===== src/design/pnp_pkg.sv =====
// shared constants, types and helpers of the polyline nearest point block
`default_nettype none

package pnp_pkg;

   localparam int MAX_VERTICES = 256;
   localparam int FRAC_BITS    = 16;
   localparam int PROJ_BITS    = 30;

   localparam int ADDR_W = $clog2(MAX_VERTICES);
   localparam int CNT_W  = ($clog2(MAX_VERTICES + 1) > 9) ? $clog2(MAX_VERTICES + 1) : 9;

   localparam int MUL_W  = 34;
   localparam int PROD_W = 2 * MUL_W;

   localparam int DIV_NUM_W = 32 + FRAC_BITS;
   localparam int DIV_CNT_W = $clog2(DIV_NUM_W + 1);

   localparam int QUEUE_DEPTH = 2;
   localparam int QPTR_W      = $clog2(QUEUE_DEPTH);
   localparam int QCNT_W      = $clog2(QUEUE_DEPTH + 1);

   localparam logic [62:0] DIST_MAX = '1;

   localparam logic [1:0] FUNC_WRITE  = 2'd0;
   localparam logic [1:0] FUNC_SEARCH = 2'd1;
   localparam logic [1:0] FUNC_HINT   = 2'd2;
   localparam logic [1:0] FUNC_DIR    = 2'd3;

   localparam logic STATUS_OK  = 1'b0;
   localparam logic STATUS_ERR = 1'b1;

   // one classified item on its way from the front to the back
   typedef struct packed {
      logic               err;
      logic [1:0]         func;
      logic signed [31:0] point_x;
      logic signed [31:0] point_y;
      logic [ADDR_W-1:0]  seg;
      logic [ADDR_W-1:0]  last_seg;
   } pnp_cmd_type;

   // divide by four, truncating toward zero
   function automatic logic signed [MUL_W-1:0] quarter(input logic signed [MUL_W-1:0] v);
      logic signed [MUL_W-1:0] adj;
      adj = v + $signed({{(MUL_W-2){1'b0}}, v[MUL_W-1], v[MUL_W-1]});
      return adj >>> 2;
   endfunction

endpackage

`default_nettype wire


===== src/design/pnp_fifo.sv =====
// short command queue between front and back
`default_nettype none

module pnp_fifo import pnp_pkg::*; (
   input  logic        clock,
   input  logic        reset,
   input  logic        push_valid,
   output logic        push_ready,
   input  pnp_cmd_type push_data,
   output logic        pop_valid,
   input  logic        pop_ready,
   output pnp_cmd_type pop_data
);

   pnp_cmd_type       slot_ff [QUEUE_DEPTH];
   logic [QPTR_W-1:0] wr_ptr_ff, wr_ptr_in;
   logic [QPTR_W-1:0] rd_ptr_ff, rd_ptr_in;
   logic [QCNT_W-1:0] cnt_ff, cnt_in;
   logic              do_push, do_pop;

   assign push_ready = (cnt_ff != QCNT_W'(QUEUE_DEPTH));
   assign pop_valid  = (cnt_ff != '0);
   assign pop_data   = slot_ff[rd_ptr_ff];
   assign do_push    = push_valid && push_ready;
   assign do_pop     = pop_valid && pop_ready;

   always_comb begin
      wr_ptr_in = do_push ? wr_ptr_ff + QPTR_W'(1) : wr_ptr_ff;
      rd_ptr_in = do_pop ? rd_ptr_ff + QPTR_W'(1) : rd_ptr_ff;
      cnt_in    = cnt_ff + QCNT_W'(do_push) - QCNT_W'(do_pop);
   end

   always_ff @(posedge clock) begin
      if (reset) begin
         wr_ptr_ff <= '0;
         rd_ptr_ff <= '0;
         cnt_ff    <= '0;
      end else begin
         wr_ptr_ff <= wr_ptr_in;
         rd_ptr_ff <= rd_ptr_in;
         cnt_ff    <= cnt_in;
      end
   end

   always_ff @(posedge clock) begin
      if (do_push) begin
         slot_ff[wr_ptr_ff] <= push_data;
      end
   end

endmodule

`default_nettype wire


===== config.mk =====
export PLATFORM = sky130hd
export DESIGN_NAME = pnp_fifo
export DESIGN_NICKNAME = d
export VERILOG_FILES = /design/src/design/pnp_pkg.sv /design/src/design/pnp_fifo.sv
export SDC_FILE = /design/constraint.sdc
export NUM_CORES = 1
export LEC_CHECK = 0
export BUFFER_PORTS_ARGS = -buffer_cell sky130_fd_sc_hd__buf_2
export CAP_MARGIN = 10
export CORE_UTILIZATION = 56
export CTS_CLUSTER_DIAMETER = 200
export CTS_CLUSTER_SIZE = 40
export DETAILED_ROUTE_END_ITERATION = 10
export PLACE_DENSITY = 0.93
export SLEW_MARGIN = 20
export SYNTH_ARGS = -nofsm -noshare
export SYNTH_HDL_FRONTEND = slang
export SYNTH_SLANG_ARGS = --single-unit

===== constraint.sdc =====
create_clock -name clock -period 6 [get_ports clock]
set_clock_uncertainty 0.15 [all_clocks]
set_input_delay 0.9 -clock clock [delete_from_list [all_inputs] [get_ports clock]]
set_output_delay 0.9 -clock clock [all_outputs]
set_load 0.05 [all_outputs]

After elaboration in Yosys (flattened, before gate mapping)
Memory sizes are Yosys's and may differ from the RTL's. A register that Yosys moved wholly into a read port is not among the register bits. Index checks and enable logic that the tools add are counted.

Input port bits: 87. Register bits after elaboration: 4. Logic and storage cells: 16. Output and inout port bits: 85. Memories: 1. RAM bits: 166.

Memory list: slot_ff (depth 2, width 83, read ports 1, clocked after memory_dff 1, write ports 1, line pnp_fifo.sv:15) `pnp_cmd_type slot_ff [QUEUE_DEPTH];`.

Add/subtract/negate cells: 4. Reduce and logical (&&, ||, !) cells: 3. Muxes and demuxes: 4. Equal/unequal tests: 1.

Operators with widths (number): $mux W1 (4); $add A1 B1 Y1 const B (2); $add A2 B1 Y2 (1); $logic_and A1 B1 Y1 (2); $ne A2 B2 Y1 const B (1); $reduce_bool A2 Y1 (1); $sub A2 B1 Y2 (1).

Longest topological paths before layout
Word-level depth: 4. Gate-level depth with buffers: 6. Gate-level depth less buffers: 6.

Least setup slack after synthesis
OpenSTA, ideal clock, no wires.

Kind: register to register. From: register cnt_ff[0]. To: memory slot_ff[1][0] (netlist bit) (enable). Buffers on the path: 0. Setup time: 0.451 ns. Arrival time: 2.986 ns. Path slack: 2.413 ns. Period minus slack after synthesis: 3.587 ns. Cell stages (with the launch flop): 3. Cells stage by stage: dfxtp_1 nand2b_1 and3_1.

Word-level cells in the longest chain between the ends: 4.

Ends and longest elaborated chain: from (decl) (line pnp_fifo.sv:18) `logic [QCNT_W-1:0] cnt_ff, cnt_in;`; from (signal assigned) (line pnp_fifo.sv:41) `cnt_ff <= cnt_in;`; $ne A2 B2 Y1 (line pnp_fifo.sv:21) `assign push_ready = (cnt_ff != QCNT_W'(QUEUE_DEPTH));`; named net push_ready (line pnp_fifo.sv:8) `output logic push_ready,`; $logic_and A1 B1 Y1 (line pnp_fifo.sv:24) `assign do_push = push_valid && push_ready;`; $mux W1 (line pnp_fifo.sv:46) `if (do_push) begin`; $mux W1 (implied by the code) (line pnp_fifo.sv:47) `slot_ff[wr_ptr_ff] <= push_data;`; to (decl) (line pnp_fifo.sv:15).

The timed path passes the listed nets, and every way through them passes these cells.

==> reports/summary.txt <==
Outcome: finished, final reports clean
Detailed-route DRC error count: 0
Max Freq: 303 MHz
Leak: 2.93 nW
Final hold vios: 0
Buf/Inv on CP: 1
Vias in the first global route: 3,060
CP Data Arrival Time: 2250 ps
H-tree levels: 4
DIE AREA: 0.0116 mm^2
RSZ-0062 raised after global routing: false
IO buf count: 171
Crit path launch type: register
Hold-fix buffers at CTS: 0
Utilization after layout: 72.3%
CTS tree: done
DR vias: 3,207
Total Wirelength: 10.3 mm
Worst Max-Slew Pin Slew: 1080 ps
Final worst slack: 2700 ps
Total I/O pin count: 172
Footprint of the multi-input gates: 0.00109 mm^2
Crit path kind: register to output pin
WL/cell: 16.4 um
DIE HEIGHT: 108 um
CP Data Required Time: 4950 ps
Most frequent cells in the layout: 171 x buf_2, 166 x edfxtp_1, 83 x mux2_2
CP Capture Type: output pin
Syn_area_per_cell: 21.7 um^2
Fillers: 650
Design area: 0.00784 mm^2
Synthesized cell area: 0.00624 mm^2
Synth Register Bits: 171
Routed vias/inst: 5.13
Hold Slack: 359 ps
Fin. max-slew vios: 0
Final critical-path share of the clock period: 55.0%
Placer Congestion: 0.684
Mapped Cells: 287
Clock latency at the later pin of the worst-skew pair: 510 ps
Largest net degree at the start of global routing: 84
Hold Path Class: register to register
Synth Flop Type: edfxtp_1
Synth top area cells: edfxtp_1 80%, mux2_2 15%, dfxtp_1 1.6%
CP max FO: 83
First-pass GRT wire length: 14.9 mm
Setup TNS: 0 ps
Synthesized Nets: 375
Fin nets: 559
DIE WIDTH: 108 um
Num CTS Buffers: 17
Routed Antenna Nets: 0
Largest area contributor in the netlist: edfxtp_1
VDD IR-drop max: 0.252 mV
Met2 Track Usage GR: 29.1%
Clk buf depth: 2
Slew margin rel.: 28.2%
Initial core utilization: 57.6%
HPWL Detailed: 6.25 mm
Clock net sink count: 171
CTS clk-pin slew, worst paths: 60 ps
DR pass1 iterations: 4
Top Usage Layer GRT: met2
Commonest non-fill, non-tap cell in the layout: buf_2
FP Rows: 38
Area delta synth->final: 25.6%
GRT Residual Overflow: 0
Post-synth top area share: 79.9%
Post-synth ARST share: 0%
CTS Root Cell: clkbuf_8
M3 GR Usage: 5.33%
CP max stage delay: 1050 ps
Setup Buffers After CTS: 0
Min Tclk post-route: 3300 ps
Synth cell types: 23
Critical Path, Cell by Cell: mux2_2 > buf_2
FF+latch area: 0.00509 mm^2
Crit path max-delay family: flip-flops
Core area: 0.0108 mm^2
1st-iter DRT viols: 125
Synthesis Warnings: 0
Post-synthesis sequential area ratio: 81.5%
Number of synthesized flops with an enable pin: 166
P per Cell Area: 450 mW/mm^2
Post_cts resized: 0
Overall Global Routing Usage: 17.7%
Setup WS pre-CTS: 3210 ps
Placement Cell Area: 0.00723 mm^2
Final setup fails: 0
Antenna violations before repair: 1
Met1 usage: 21.1%
MaxCap Viol Count: 0
Share of cells above drive strength 1: 60.5%
Slowest-stage cell, CP: dfxtp_4
==> synth_stat cells (2+ instances only) <==
library cell and number:
nor2_1 5, mux2_2 83, nor2b_1 2, edfxtp_1 166
dfxtp_1 5, buf_4 7, o21ai_0 2, buf_2 2
==> stage by stage <==
step | std cells | total power, W
finish | 625 | 0.00352
global route | 624 | 0.00364
CTS | 622 | 0.00354
detailed placement | 590 | 0.00256
global placement | 590 | 0.00254
floorplan | 287 | 0.00236
==> power by group <==
group | internal [W] | leakage, nW | switching [W] | total [W]
registers | 0.00145 | 1.60 | 0.0000920 | 0.00154
logic | 0.000296 | 1.08 | 0.000698 | 0.000994
clock network | 0.000564 | 0.258 | 0.000421 | 0.000985
total | 0.00231 | 2.93 | 0.00121 | 0.00352
==> final timing paths <==
path                  start             end  slack [ps]  depth (start not counted)
setup / recovery   register    pop_data[44]        2700                          2
hold / removal    rd_ptr_ff        register         360                          2
setup reg to reg  cnt_ff[0]  slot_ff[0][70]        3880                          5
hold reg to reg   rd_ptr_ff        register         360                          2
==> state kept, by name, indices dropped and copies added, names as in the netlist, named ones only <==
register / flops
wr_ptr_ff: 1
slot_ff: 166
cnt_ff: 2
rd_ptr_ff: 1
==> metal layers <==
metal / vias up / routed length (um)
met5: - / 0
met4: 0 / 174
met3: 18 / 661
met2: 118 / 5270
met1: 1562 / 4160
li1: 1509 / -
==> final cells by class <==
| cell class | count | area share, % |
|---|---|---|
| flip-flops and latches | 171 | 64.9 |
| multi-input cells | 106 | 14.0 |
| repair buffers | 174 | 11.7 |
| clock buffers | 23 | 6.21 |
| well taps | 140 | 2.24 |
| clock inverters | 9 | 0.830 |
| inverters | 1 | 0.0639 |
| diodes | 1 | 0.0319 |
==> cells by family after synthesis <==
family	count (synthesis)	synth area share, %
multiplexers	84	15.2
adder cells (fa/ha/maj)	1	0.200
flip-flops	171	81.5
buffers and inverters	10	1.06
AO/OA/AOI/OAI	7	0.822
AND/OR/NAND/NOR	13	1.12
XOR/XNOR	1	0.140
==> tightest hold or removal path: cells and delay by family (launching register included) <==
family	cells	cell delay, ps
flip-flops	1	320
XOR/XNOR	1	80
AND/OR/NAND/NOR	1	70
Power figures use the tool's default switching activity.
