File: src/design/pnp_pkg.sv
// shared constants, types and helpers of the polyline nearest point block
`default_nettype none

package pnp_pkg;

   localparam int MAX_VERTICES = 256;
   localparam int FRAC_BITS    = 16;
   localparam int PROJ_BITS    = 30;

   localparam int ADDR_W = $clog2(MAX_VERTICES);
   localparam int CNT_W  = ($clog2(MAX_VERTICES + 1) > 9) ? $clog2(MAX_VERTICES + 1) : 9;

   localparam int MUL_W  = 34;
   localparam int PROD_W = 2 * MUL_W;

   localparam int DIV_NUM_W = 32 + FRAC_BITS;
   localparam int DIV_CNT_W = $clog2(DIV_NUM_W + 1);

   localparam int QUEUE_DEPTH = 2;
   localparam int QPTR_W      = $clog2(QUEUE_DEPTH);
   localparam int QCNT_W      = $clog2(QUEUE_DEPTH + 1);

   localparam logic [62:0] DIST_MAX = '1;

   localparam logic [1:0] FUNC_WRITE  = 2'd0;
   localparam logic [1:0] FUNC_SEARCH = 2'd1;
   localparam logic [1:0] FUNC_HINT   = 2'd2;
   localparam logic [1:0] FUNC_DIR    = 2'd3;

   localparam logic STATUS_OK  = 1'b0;
   localparam logic STATUS_ERR = 1'b1;

   // one classified item on its way from the front to the back
   typedef struct packed {
      logic               err;
      logic [1:0]         func;
      logic signed [31:0] point_x;
      logic signed [31:0] point_y;
      logic [ADDR_W-1:0]  seg;
      logic [ADDR_W-1:0]  last_seg;
   } pnp_cmd_type;

   // divide by four, truncating toward zero
   function automatic logic signed [MUL_W-1:0] quarter(input logic signed [MUL_W-1:0] v);
      logic signed [MUL_W-1:0] adj;
      adj = v + $signed({{(MUL_W-2){1'b0}}, v[MUL_W-1], v[MUL_W-1]});
      return adj >>> 2;
   endfunction

endpackage

`default_nettype wire

File: src/design/pnp_if.sv
// request and response channel interfaces
`default_nettype none

interface pnp_req_if;
   logic               valid;
   logic               ready;
   logic [1:0]         func;
   logic signed [31:0] point_x;
   logic signed [31:0] point_y;
   logic [7:0]         index;

   modport source(output valid, func, point_x, point_y, index, input ready);
   modport sink(input valid, func, point_x, point_y, index, output ready);
endinterface


`default_nettype wire

File: src/design/pnp_front.sv
// front end: takes items and checks them against the vertex count
`default_nettype none

module pnp_front import pnp_pkg::*; (
   pnp_req_if.sink           req,
   input  logic [8:0]        vertex_count,
   input  logic              push_ready,
   output logic              push_valid,
   output pnp_cmd_type       push_cmd
);

   logic [CNT_W-1:0] n_used;
   logic [CNT_W-1:0] segs;
   logic [CNT_W-1:0] idx_w;
   logic             err;

   assign n_used = (CNT_W'(vertex_count) < CNT_W'(MAX_VERTICES)) ?
                   CNT_W'(vertex_count) : CNT_W'(MAX_VERTICES);
   assign segs   = (n_used >= CNT_W'(2)) ? n_used - CNT_W'(1) : '0;
   assign idx_w  = CNT_W'(req.index);

   always_comb begin
      if (req.func == FUNC_WRITE) begin
         err = (idx_w >= CNT_W'(MAX_VERTICES));
      end else begin
         err = (segs == '0) || ((req.func != FUNC_SEARCH) && (idx_w >= segs));
      end
   end

   assign push_cmd.err      = err;
   assign push_cmd.func     = req.func;
   assign push_cmd.point_x  = req.point_x;
   assign push_cmd.point_y  = req.point_y;
   assign push_cmd.seg      = ADDR_W'(req.index);
   assign push_cmd.last_seg = ADDR_W'(segs - CNT_W'(1));

   assign push_valid = req.valid;
   assign req.ready  = push_ready;

endmodule

`default_nettype wire

File: src/flat_wrapper.sv
// flat-port wrapper written by rule: the top's interface ports become plain ports
module pnp_front_flat import pnp_pkg::*;
  (vertex_count, push_ready, push_valid, push_cmd, req_valid, req_func, req_point_x, req_point_y, req_index, req_ready);
  pnp_req_if req_i ();
  input  logic [8:0] vertex_count;
  input  logic push_ready;
  output logic push_valid;
  output pnp_cmd_type push_cmd;
  input wire logic [$bits(req_i.valid)-1:0] req_valid;
  input wire logic [$bits(req_i.func)-1:0] req_func;
  input wire logic [$bits(req_i.point_x)-1:0] req_point_x;
  input wire logic [$bits(req_i.point_y)-1:0] req_point_y;
  input wire logic [$bits(req_i.index)-1:0] req_index;
  output wire logic [$bits(req_i.ready)-1:0] req_ready;
  assign req_i.valid = req_valid;
  assign req_i.func = req_func;
  assign req_i.point_x = req_point_x;
  assign req_i.point_y = req_point_y;
  assign req_i.index = req_index;
  assign req_ready = req_i.ready;
  pnp_front u_core (.req(req_i), .vertex_count(vertex_count), .push_ready(push_ready), .push_valid(push_valid), .push_cmd(push_cmd));
endmodule
File: config.mk
export PLATFORM = sky130hd
export DESIGN_NAME = pnp_front_flat
export DESIGN_NICKNAME = d
export VERILOG_FILES = /design/src/design/pnp_pkg.sv /design/src/design/pnp_if.sv /design/src/design/pnp_front.sv /design/src/flat_wrapper.sv
export SDC_FILE = /design/constraint.sdc
export NUM_CORES = 1
export LEC_CHECK = 0
export ABC_CLOCK_PERIOD_IN_PS = 3820
export BUFFER_PORTS_ARGS = -buffer_cell sky130_fd_sc_hd__buf_4
export CAP_MARGIN = 10
export CORE_MARGIN = 3
export CORE_UTILIZATION = 33
export DETAILED_ROUTE_END_ITERATION = 10
export PLACE_DENSITY = 0.93
export REMOVE_ABC_BUFFERS = 1
export SLEW_MARGIN = 25
export SYNTH_ARGS = -nofsm -noshare
export SYNTH_HDL_FRONTEND = slang
export SYNTH_SLANG_ARGS = --single-unit
export TNS_END_PERCENT = 100
File: constraint.sdc
create_clock -name vclk -period 3.82
set_input_delay 0.382 -clock vclk [all_inputs]
set_output_delay 0.382 -clock vclk [all_outputs]
set_load 0.1 [all_outputs]
**Word-level counts from Yosys, hierarchy flattened**

Index checks and enable logic that the tools add are counted.

- Flip-flop bits (word level): 0
- Input bits: 85
- Word-level logic and storage cells: 14

- Add/sub/neg operators: 2
- $lt $le $gt $ge: 4
- Equal/unequal tests: 1
- Mux-type cells: 3
- Reductions and logical operators: 4

Operators with widths:

| operator | number |
|---|---|
| 9-bit two-way mux | 2 |
| 8-bit by 9-bit >= comparator with 1-bit output | 1 |
| 8-bit by 9-bit >= comparator with 1-bit output, second input constant | 1 |
| 9-bit by 2-bit >= comparator with 1-bit output, second input constant | 1 |
| 9-bit logical NOT | 1 |
| 9-bit < comparator, second input constant | 1 |
| 9-bit by 1-bit subtractor with 9-bit output, second input constant | 1 |
| 8-bit by 1-bit subtractor with 8-bit output, second input constant | 1 |
| 2-bit logical NOT | 1 |
| 2-bit by 1-bit != test with 1-bit output, second input constant | 1 |
| 1-bit logical AND | 1 |
| 1-bit logical OR | 1 |
| 1-bit two-way mux | 1 |

**Logic depth before layout (Yosys ltp)**

Gate-level depths: netlist (run 1).

- Depth in word-level cells: 8
- Depth in mapped cells: 16
- Depth with buffers taken out: 14

**Worst setup path before layout (run 1)**

OpenSTA, ideal clock, no wires.

- Path type: in2out
- Start point: in vertex_count[8]
- End point: out push_cmd[6] (netlist bit)
- Arrival: 4.245 ns
- Data required time: 3.438 ns
- Path slack: -0.807 ns
- Stages on the path: 12
- Buffers on the path: 1
- Cells stage by stage: buf_2 -> inv_1 -> nand2_1 -> inv_1 -> ha_1 -> nor4_2 -> nand3_1 -> nand2_1 -> ha_1 -> o21ai_1 -> a211oi_2 -> xnor2_1

RTL lines:

| item | line | source |
|---|---|---|
| from (decl) | flat_wrapper.sv:5 | `input logic [8:0] vertex_count;` |
| to (decl) | flat_wrapper.sv:8 | `output pnp_cmd_type push_cmd;` |

==> metrics.log, run 1 <==
INFO  metric num_antenna_cells = 0
INFO  metric final-hold-violation-count = 0
INFO  metric layout_min_cycle_time = 3.42 ns
INFO  metric buffer_ports.inserted = 38
INFO  metric cp_slowest_stage_delay = 0.45 ns
INFO  metric synth.cell_area = 1260 um2
INFO  metric worstPathBufferInverterCount = 4
INFO  metric hold_ws = 0.765 ns
INFO  metric core.rowCount = 21
INFO  metric design.die.area = 4600 um2
INFO  metric drc_errors = 0
INFO  metric timing.hold.worst_endpoint = push_cmd[61]
INFO  metric ir_drop = 0.200 mV
INFO  metric via_count = 1020
INFO  metric timing_max_transition_violations_final = 0
INFO  metric worst_hold_path.num_cells = 0
INFO  metric grt_util_all_layers = 29.1%
INFO  metric p_per_area = 227 nW/um2
INFO  metric floorplan.initialDensity = 36.1%
INFO  metric hpwl = 6710 um
INFO  metric seq_area_frac_synth = 0%
INFO  metric number_of_cells_upsized_or_downsized_after_cts = 0
INFO  metric synth_cell_type_count = 41
INFO  metric routed_wl = 7090 um
INFO  metric holdCritPathClass = primary input to output port
INFO  metric fill_cells = 366
INFO  metric cp_data_required_time = 3.44 ns
INFO  metric cp_max_fo = 11
INFO  metric cp-start-kind = primary input
INFO  metric synthCells = 168
INFO  metric setup_viol = 0
INFO  metric number_of_global_route_vias_before_repair = 903
INFO  metric kind_of_critical_path = primary input to output port
INFO  metric drt-vias-per-instance = 5.83
INFO  metric design.final.nets = 228
INFO  metric yosys_warnings = 0
INFO  metric detail_route.first_pass.iterations = 6
INFO  metric last_weighted_congestion_value_of_the_routability_driven_placer = 0.956
INFO  metric dp_slack = 0.422 ns
INFO  metric hp-start = req_point_x[13]
INFO  metric end_kind = output port
INFO  metric syn_area_per_cell = 7.50 um2
INFO  metric initialDrtViolationCount = 16
INFO  metric ios = 170
INFO  metric fmax = 292 MHz
INFO  metric leakage = 0.472 nW
INFO  metric relSlewSlack = 63.2%
INFO  metric drt-wirelength-per-cell = 40.5 um
INFO  metric seq_area = 0 um2
INFO  metric fraction_of_layout_instances_using_a_drive_strength_above_1 = 39.5%
INFO  metric share_of_the_clock_period_used_by_the_worst_path = 89.5%
INFO  metric dieWidth = 67.8 um
INFO  metric layout-area-overhead-vs-synth = -18.5%
INFO  metric design.seq.count = 0
INFO  metric layout_commonest_cell = buf_4
INFO  metric path_delay_family = compound AO/OA/AOI/OAI gates
INFO  metric cp.arrival = 3.04 ns
INFO  metric slowest_stage = o32ai_2
INFO  metric drv.max_cap_violation_count = 0
INFO  metric setup_ws = 0.400 ns
INFO  metric grt-ovfl-total = 0
INFO  metric largest_net_degree_at_the_start_of_global_routing = 12
INFO  metric cts_hold_repair.buffers = 0
INFO  metric core_region_area = 3490 um2
INFO  metric die_height = 67.8 um
INFO  metric post_route_standard_cell_area_excluding_fillers = 1030 um2
INFO  metric max_slew.worst_pin.slew = 0.547 ns
INFO  metric status = completed
INFO  metric global_route_wire_length_before_repair = 8560 um
INFO  metric placedInstanceArea = 1030 um2
INFO  metric number_of_nets_still_failing_antenna_checks_after_routing = 0
INFO  metric multiInputGateArea = 647 um2
INFO  metric antenna_violations_before_repair = 0
INFO  metric rsz0062_at_grt = no
INFO  metric post_cts_buffers = 0
INFO  metric worstPathCellList = buf_4 > inv_1 > nand2_1 > ha_1 > or2b_1 > a221oi_1 > o32ai_2 > inv_1 > ha_1 > a21o_1 > a21o_1 > a31oi_1 > o22ai_1 > buf_4
INFO  metric mostFrequentLayoutCells = buf_4, ha_1, inv_1, nand2_1
INFO  metric clock_buffers = 0
==> Yosys cell counts (2+ instances only) <==
library cell	number	share of area [%]
nor2_1	6	1.8
xnor2_1	6	4.2
a21o_1	3	1.8
buf_4	77	46
or2_2	3	1.5
o21ai_0	3	1.2
ha_1	12	12
inv_1	8	2.4
nor2b_1	3	1.5
nor3_2	2	1.6
nand2b_1	2	0.99
nor4_1	2	0.99
a211o_1	2	1.4
nand3_1	2	0.79
a21oi_1	3	1.2
o21ai_1	2	0.79
a31oi_1	2	0.99
nand2_1	7	2.1
==> layer usage <==
layer / GRT usage [%] / up-vias / part of all wire [%]
li1: - / 419 / -
met1: 15.7 / 454 / 18
met2: 55.5 / 139 / 52
met3: 36.3 / 8 / 29
met4: 3.23 / 0 / 1.5
met5: 5.00 / - / 0
==> metrics by stage <==
step	power (mW)	cells	utilization (%)	TNS, ns
6_report	0.233	175	29.4	0
3_3_place_gp	0.230	175	29.4	0
3_5_place_dp	0.233	175	29.4	0
4_1_cts	0.233	175	29.4	0
5_1_grt	0.247	175	29.4	0
2_1_floorplan	0.131	90	-	-2.40
==> power by group <==
| group | internal (mW) | leakage, nW | switching (mW) |
|---|---|---|---|
| logic | 0.0624 | 0.472 | 0.171 |
| clock network | 0 | 0 | 0 |
| registers | 0 | 0 | 0 |
==> worst max path at each step <==
stage | depth (start not counted) | slack (ns) | start | endpoint
2_1_floorplan | 13 | -0.96 | vertex_count[0] | push_cmd[82]
4_1_cts | 14 | 0.42 | vertex_count[8] | push_cmd[82]
6_report | 14 | 0.40 | vertex_count[8] | push_cmd[82]
3_3_place_gp | 14 | 0.48 | vertex_count[8] | push_cmd[82]
5_1_grt | 14 | 0.22 | vertex_count[8] | push_cmd[82]
3_5_place_dp | 14 | 0.42 | vertex_count[8] | push_cmd[82]
==> logic make-up (layout without fill, tap and decap cells) <==
| group | count (synthesis) | in the layout | synth area share (%) |
|---|---|---|---|
| fa+ha+maj | 12 | 12 | 11.9 |
| buf+inv | 86 | 47 | 48.7 |
| compound gates | 27 | 27 | 17.9 |
| xor+xnor | 7 | 7 | 4.87 |
| simple gates | 36 | 36 | 16.7 |
==> area by class of cell <==
cell class	count	share of cell area, %
inverter	8	2.92
tap	46	5.60
timing repair buffer	39	28.5
multi-input combinational	82	63.0
(Power assumes the default switching activity.)
==> run 2, diff against run 1 <==
--- a/config.mk
+++ b/config.mk
@@ -5,13 +5,13 @@
 export SDC_FILE = /design/constraint.sdc
 export NUM_CORES = 1
 export LEC_CHECK = 0
-export ABC_CLOCK_PERIOD_IN_PS = 3820
+export ABC_CLOCK_PERIOD_IN_PS = 3840
 export BUFFER_PORTS_ARGS = -buffer_cell sky130_fd_sc_hd__buf_4
 export CAP_MARGIN = 10
 export CORE_MARGIN = 3
 export CORE_UTILIZATION = 33
 export DETAILED_ROUTE_END_ITERATION = 10
-export PLACE_DENSITY = 0.93
+export PLACE_DENSITY = 0.85
 export REMOVE_ABC_BUFFERS = 1
 export SLEW_MARGIN = 25
 export SYNTH_ARGS = -nofsm -noshare
==> constraint.sdc (replaced) <==
create_clock -name vclk -period 3.84
set_input_delay 0.384 -clock vclk [all_inputs]
set_output_delay 0.384 -clock vclk [all_outputs]
set_load 0.1 [all_outputs]
==> run 2 against run 1 <==
  * Utilization stayed put
  * Non-clock buffer count did not move
  * Count of clock-buffer cells in the layout did not move
  * Hold slack gained 0.0040 ns
  * Global-route usage is 0.068 points higher
  * Via count is 0.98% higher
  * Final area is the same
  * Flip-flop and latch count unchanged
  * Sequential share of layout area is the same
  * First-iteration DRC count is 100% higher
  * Largest cell class unchanged
  * Largest power group unchanged
==> metrics.log, run 2 (synthesis results as in run 1) <==
INFO  metric routed_wl = 7070 um (-0.25%)
INFO  metric drt-wirelength-per-cell = 40.4 um (-0.25%)
INFO  metric fill_cells = 379 (+3.6%)
INFO  metric dp_slack = 0.418 ns (-0.00409 ns)
INFO  metric antenna_violations_before_repair = 0 (unchanged)
INFO  metric post_route_standard_cell_area_excluding_fillers = 1030 um2 (unchanged)
INFO  metric clock_buffers = 0 (unchanged)
INFO  metric hpwl = 6690 um (-0.35%)
INFO  metric p_int = 62.1 uW (-0.47%)
INFO  metric layout-area-overhead-vs-synth = -18.5% (unchanged)
INFO  metric max_slew.worst_pin.slew = 0.567 ns (+0.0197 ns)
INFO  metric kind_of_critical_path = primary input to output port
INFO  metric detail_route.first_pass.iterations = 4 (-2)
INFO  metric ios = 170 (unchanged)
INFO  metric setup_viol = 0 (unchanged)
INFO  metric initialDrtViolationCount = 32 (+16)
INFO  metric die_height = 67.8 um (unchanged)
INFO  metric design.seq.count = 0 (unchanged)
INFO  metric swShare = 73.2% (about the same)
INFO  metric clockPowerShare = 0% (unchanged)
INFO  metric cp_max_fo = 11 (unchanged)
INFO  metric drc_errors = 0 (unchanged)
INFO  metric post_cts_buffers = 0 (unchanged)
INFO  metric via_count = 1030 (+0.98%)
INFO  metric fmax = 290 MHz
INFO  metric setup_ws = 0.395 ns (-0.00534 ns)
INFO  metric cp_data_required_time = 3.46 ns (+0.02 ns)
INFO  metric share_comb_of_total_power = 100.0% (about the same)
INFO  metric postLayoutCoreUtil = 29.4% (unchanged)
INFO  metric number_of_nets_still_failing_antenna_checks_after_routing = 0 (unchanged)
INFO  metric timing_max_transition_violations_final = 0 (unchanged)
INFO  metric netSwitchingPower = 170 uW (-0.62%)
INFO  metric hp-start = req_point_x[13]
INFO  metric drt-vias-per-instance = 5.89 (+0.98%)
INFO  metric sequentialPowerShare = 0% (unchanged)
INFO  metric design.die.area = 4600 um2 (unchanged)
INFO  metric final-hold-violation-count = 0 (unchanged)
INFO  metric last_weighted_congestion_value_of_the_routability_driven_placer = 1.01 (+5.8%)
INFO  metric layout_commonest_cell = buf_4
INFO  metric cts_hold_repair.buffers = 0 (unchanged)
INFO  metric mostFrequentLayoutCells = buf_4, ha_1, inv_1, nand2_1
INFO  metric drv.max_cap_violation_count = 0 (unchanged)
INFO  metric p_per_area = 225 nW/um2 (-0.58%)
INFO  metric num_antenna_cells = 0 (unchanged)
INFO  metric share_of_the_clock_period_used_by_the_worst_path = 89.7%
INFO  metric end_kind = output port
INFO  metric dieWidth = 67.8 um (unchanged)
INFO  metric cp.arrival = 3.06 ns (+0.02 ns)
INFO  metric placedInstanceArea = 1030 um2 (unchanged)
INFO  metric multiInputGateArea = 647 um2 (unchanged)
INFO  metric status = completed
INFO  metric seq_area = 0 um2 (unchanged)
INFO  metric rsz0062_at_grt = no
INFO  metric cp-start-kind = primary input
INFO  metric layout_min_cycle_time = 3.45 ns
INFO  metric number_of_cells_upsized_or_downsized_after_cts = 0 (unchanged)
INFO  metric core.rowCount = 21 (unchanged)
INFO  metric leakage = 0.472 nW (unchanged)
INFO  metric grt_util_all_layers = 29.2% (+0.068 points)
INFO  metric largest_net_degree_at_the_start_of_global_routing = 12 (unchanged)
INFO  metric relSlewSlack = 62.0% (-1.2 points)
INFO  metric holdCritPathClass = primary input to output port
INFO  metric timing.critical_path.from = vertex_count[8]
INFO  metric fraction_of_layout_instances_using_a_drive_strength_above_1 = 39.5% (unchanged)
INFO  metric ir_drop = 0.173 mV (-14%)
INFO  metric core_region_area = 3490 um2 (unchanged)
INFO  metric floorplan.initialDensity = 36.1% (unchanged)
INFO  metric global_route_wire_length_before_repair = 8630 um (+0.74%)
INFO  metric design.final.nets = 228 (unchanged)
INFO  metric grt-ovfl-total = 0 (unchanged)
INFO  metric worst_hold_path.num_cells = 0 (unchanged)
INFO  metric buffer_ports.inserted = 38 (unchanged)
INFO  metric number_of_global_route_vias_before_repair = 908 (+0.55%)
[run 2: cell counts in the layout (fill, tap and decap cells not counted)]
Identical to the previous run, type by type.
[run 2: metal layers]
metal | up-vias | track usage, % | wire, um
met5 | - | 5.00 | 0
met4 | 0 | 6.45 | 142
met3 | 13 | 36.1 | 2020
met2 | 147 | 53.1 | 3590
met1 | 451 | 16.7 | 1320
li1 | 419 | - | -
[run 2: worst max-delay path, cell delays in order]
cell      delay (ns)
buf_4           0.15
inv_1           0.16
nand2_1         0.10
ha_1            0.30
or2b_1          0.18
a221oi_1        0.08
o32ai_2         0.46
inv_1           0.14
ha_1            0.31
a21o_1          0.16
a21o_1          0.17
a31oi_1         0.14
o22ai_1         0.10
buf_4           0.24
[run 2: metrics by stage]
| stage | TNS [ns] | cells | power (mW) | hold slack, ns |
|---|---|---|---|---|
| finish | 0 | 175 | 0.232 | 0.769 |
| global route | 0 | 175 | 0.245 | 0.769 |
| floorplan | -2.33 | 90 | 0.130 | 0.768 |
| detailed placement | 0 | 175 | 0.231 | 0.770 |
| global placement | 0 | 175 | 0.229 | 0.770 |
| CTS | 0 | 175 | 0.232 | 0.770 |
[run 2: final cells by class]
type	instances	share of cell area [%]
Multi-Input combinational cell	82	63.0
Inverter	8	2.92
Timing Repair Buffer	39	28.5
Tap cell	46	5.60
[run 2: worst paths after layout]
check,end,slack [ns]
worst min-delay path,push_cmd[61],0.77
worst max-delay path,push_cmd[82],0.39
[run 2: power by group through the flow]
stage | clock [mW] | sequential (mW) | combinational (mW)
floorplan | 0 | 0 | 0.130
global placement | 0 | 0 | 0.229
detailed placement | 0 | 0 | 0.231
CTS | 0 | 0 | 0.232
global route | 0 | 0 | 0.245
finish | 0 | 0 | 0.232
==> run 3, diff against run 2 <==
--- a/config.mk
+++ b/config.mk
@@ -8,10 +8,13 @@
 export ABC_CLOCK_PERIOD_IN_PS = 3840
 export BUFFER_PORTS_ARGS = -buffer_cell sky130_fd_sc_hd__buf_4
 export CAP_MARGIN = 10
+export CELL_PAD_IN_SITES_DETAIL_PLACEMENT = 2
+export CELL_PAD_IN_SITES_GLOBAL_PLACEMENT = 2
 export CORE_MARGIN = 3
-export CORE_UTILIZATION = 33
+export CORE_UTILIZATION = 14
 export DETAILED_ROUTE_END_ITERATION = 10
-export PLACE_DENSITY = 0.85
+export GPL_ROUTABILITY_DRIVEN = 0
+export PLACE_DENSITY = 0.92
 export REMOVE_ABC_BUFFERS = 1
 export SLEW_MARGIN = 25
 export SYNTH_ARGS = -nofsm -noshare
==> run 3 against run 2 <==
  * First-iteration DRC count down 44%
  * Fmax down 3.3%
  * Count of clock-buffer cells in the layout unchanged
  * Sequential share of layout area unchanged
  * Worst setup slack worse by 0.12 ns
  * Combinational power up 2%
  * Non-clock buffer count up 1
  * Global-route usage down 14 points
  * Final area up 7.9%
  * Hold slack about the same
  * Flip-flop and latch count unchanged
  * Critical path depth unchanged
  * Critical path type unchanged
  * Critical endpoint unchanged
  * Largest cell class unchanged
==> metrics.log, run 3 (synthesis results as in run 1) <==
INFO  metric layout-area-overhead-vs-synth = -12.0%
INFO  metric dieWidth = 101 um (+49%)
INFO  metric layout_min_cycle_time = 3.56 ns (+0.119 ns)
INFO  metric via_count = 1077 (+4.6%)
INFO  metric p_per_area = 214 nW/um2 (-5.0%)
INFO  metric layoutNonFillerInstCount = 235 (+34%)
INFO  metric floorplan.initialDensity = 14.9% (-21 points)
INFO  metric routed_wl = 7870 um (+11%)
INFO  metric cts_hold_repair.buffers = 0 (unchanged)
INFO  metric ios = 170 (unchanged)
INFO  metric swShare = 73.5% (+0.30 points)
INFO  metric ir_drop = 0.178 mV (+3.0%)
INFO  metric grt_util_all_layers = 14.8% (-14 points)
INFO  metric post_cts_buffers = 0 (unchanged)
INFO  metric design.seq.count = 0 (unchanged)
INFO  metric relSlewSlack = 59.6% (-2.4 points)
INFO  metric largest_net_degree_at_the_start_of_global_routing = 12 (unchanged)
INFO  metric buffer_ports.inserted = 38 (unchanged)
INFO  metric timing_max_transition_violations_final = 0 (unchanged)
INFO  metric initialDrtViolationCount = 18 (-44%)
INFO  metric rsz0062_at_grt = no
INFO  metric die_height = 101 um (+49%)
INFO  metric core_region_area = 8460 um2 (+140%)
INFO  metric max_slew.worst_pin.slew = 0.600 ns (+0.0328 ns)
INFO  metric seq_area = 0 um2 (unchanged)
INFO  metric kind_of_critical_path = primary input to output port
INFO  metric mostFrequentLayoutCells = buf_4, ha_1, inv_1, nand2_1
INFO  metric p_int = 63.0 uW (+1.4%)
INFO  metric layout_commonest_cell = buf_4
INFO  metric crit_path_end = push_cmd[82]
INFO  metric clockPowerShare = 0% (unchanged)
INFO  metric holdCritPathClass = primary input to output port
INFO  metric global_route_wire_length_before_repair = 10200 um (+19%)
INFO  metric cp_data_required_time = 3.46 ns (about the same)
INFO  metric sequentialPowerShare = 0% (unchanged)
INFO  metric postLayoutCoreUtil = 13.1% (-16 points)
INFO  metric number_of_nets_still_failing_antenna_checks_after_routing = 0 (unchanged)
INFO  metric setup_viol = 0 (unchanged)
INFO  metric drt-wirelength-per-cell = 33.5 um (-17%)
INFO  metric drc_errors = 0 (unchanged)
INFO  metric detail_route.first_pass.iterations = 4 (unchanged)
INFO  metric number_of_cells_upsized_or_downsized_after_cts = 0 (unchanged)
INFO  metric design.final.nets = 229 (+0.44%)
INFO  metric leakage = 0.477 nW (+1.1%)
INFO  metric cp.arrival = 3.18 ns (+0.12 ns)
INFO  metric final-hold-violation-count = 0 (unchanged)
INFO  metric place_inst = 235 (+34%)
INFO  metric clock_buffers = 0 (unchanged)
INFO  metric cp-start-kind = primary input
INFO  metric end_kind = output port
INFO  metric grt-ovfl-total = 0 (unchanged)
INFO  metric cp_max_fo = 11 (unchanged)
INFO  metric hpwl = 6910 um (+3.4%)
INFO  metric drv.max_cap_violation_count = 0 (unchanged)
INFO  metric number_of_global_route_vias_before_repair = 1150 (+27%)
INFO  metric antenna_violations_before_repair = 0 (unchanged)
INFO  metric hp-start = req_point_x[11]
INFO  metric netSwitchingPower = 174 uW (+2.9%)
INFO  metric drt-vias-per-instance = 4.58 (-22%)
INFO  metric status = completed
INFO  metric num_antenna_cells = 0 (unchanged)
INFO  metric timing.critical_path.from = vertex_count[8]
INFO  metric design.die.area = 10200 um2 (+120%)
INFO  metric setup_ws = 0.276 ns (-0.119 ns)
INFO  metric share_of_the_clock_period_used_by_the_worst_path = 92.8% (+3.1 points)
INFO  metric fmax = 281 MHz (-3.3%)
INFO  metric core.rowCount = 33 (+57%)
INFO  metric share_comb_of_total_power = 100.0% (about the same)
INFO  metric fraction_of_layout_instances_using_a_drive_strength_above_1 = 40.0% (+0.47 points)
INFO  metric dp_slack = 0.291 ns (-0.128 ns)
run 3: cell count changes in the layout (fill, tap and decap cells not counted), sizes merged:
cell	delta
buf	+1
run 3: area by class of cell:
| cell class | instances | area [um2] |
|---|---|---|
| fill | 1005 | 7360 |
| inverter | 8 | 30.0 |
| multi-input combinational | 82 | 647 |
| tap | 105 | 131 |
| timing repair buffer | 40 | 300 |
run 3: worst min path at each step:
stage                              end  slack (ns)  cells past startpoint
final                     push_cmd[59]        0.77                      0
after global routing      push_cmd[70]        0.77                      0
after CTS                 push_cmd[58]        0.77                      0
after detailed placement  push_cmd[58]        0.77                      0
after global placement    push_cmd[58]        0.77                      0
after floorplan           push_cmd[10]        0.77                      0
run 3: worst max-delay path: stages:
cell and delay, ns:
buf_4 0.15, inv_1 0.17, nand2_1 0.10, ha_1 0.31, or2b_1 0.19, a221oi_1 0.07
o32ai_2 0.45, inv_1 0.14, ha_1 0.31, a21o_1 0.17, a21o_1 0.18, a31oi_1 0.17
o22ai_1 0.13, buf_4 0.25
run 3: power by group through the flow:
stage          combinational [mW]  clock [mW]  sequential [mW]
6_report                    0.237           0                0
5_1_grt                     0.253           0                0
4_1_cts                     0.240           0                0
3_5_place_dp                0.240           0                0
3_3_place_gp                0.233           0                0
2_1_floorplan               0.130           0                0
run 3: metrics by stage:
step / hold WS, ns / total power [mW] / setup TNS, ns / cell area, um2
3_3_place_gp: 0.770 / 0.233 / 0 / 1110
6_report: 0.769 / 0.237 / 0 / 1110
4_1_cts: 0.770 / 0.240 / 0 / 1110
2_1_floorplan: 0.768 / 0.130 / -2.33 / 677
3_5_place_dp: 0.770 / 0.240 / 0 / 1110
5_1_grt: 0.769 / 0.253 / 0 / 1110
run 3: routing by layer:
layer	up-vias	track usage [%]	wire [um]
li1	420	-	-
met1	512	15.3	2700
met2	139	15.7	2510
met3	4	22.8	2590
met4	2	0.518	18
met5	-	9.23	51
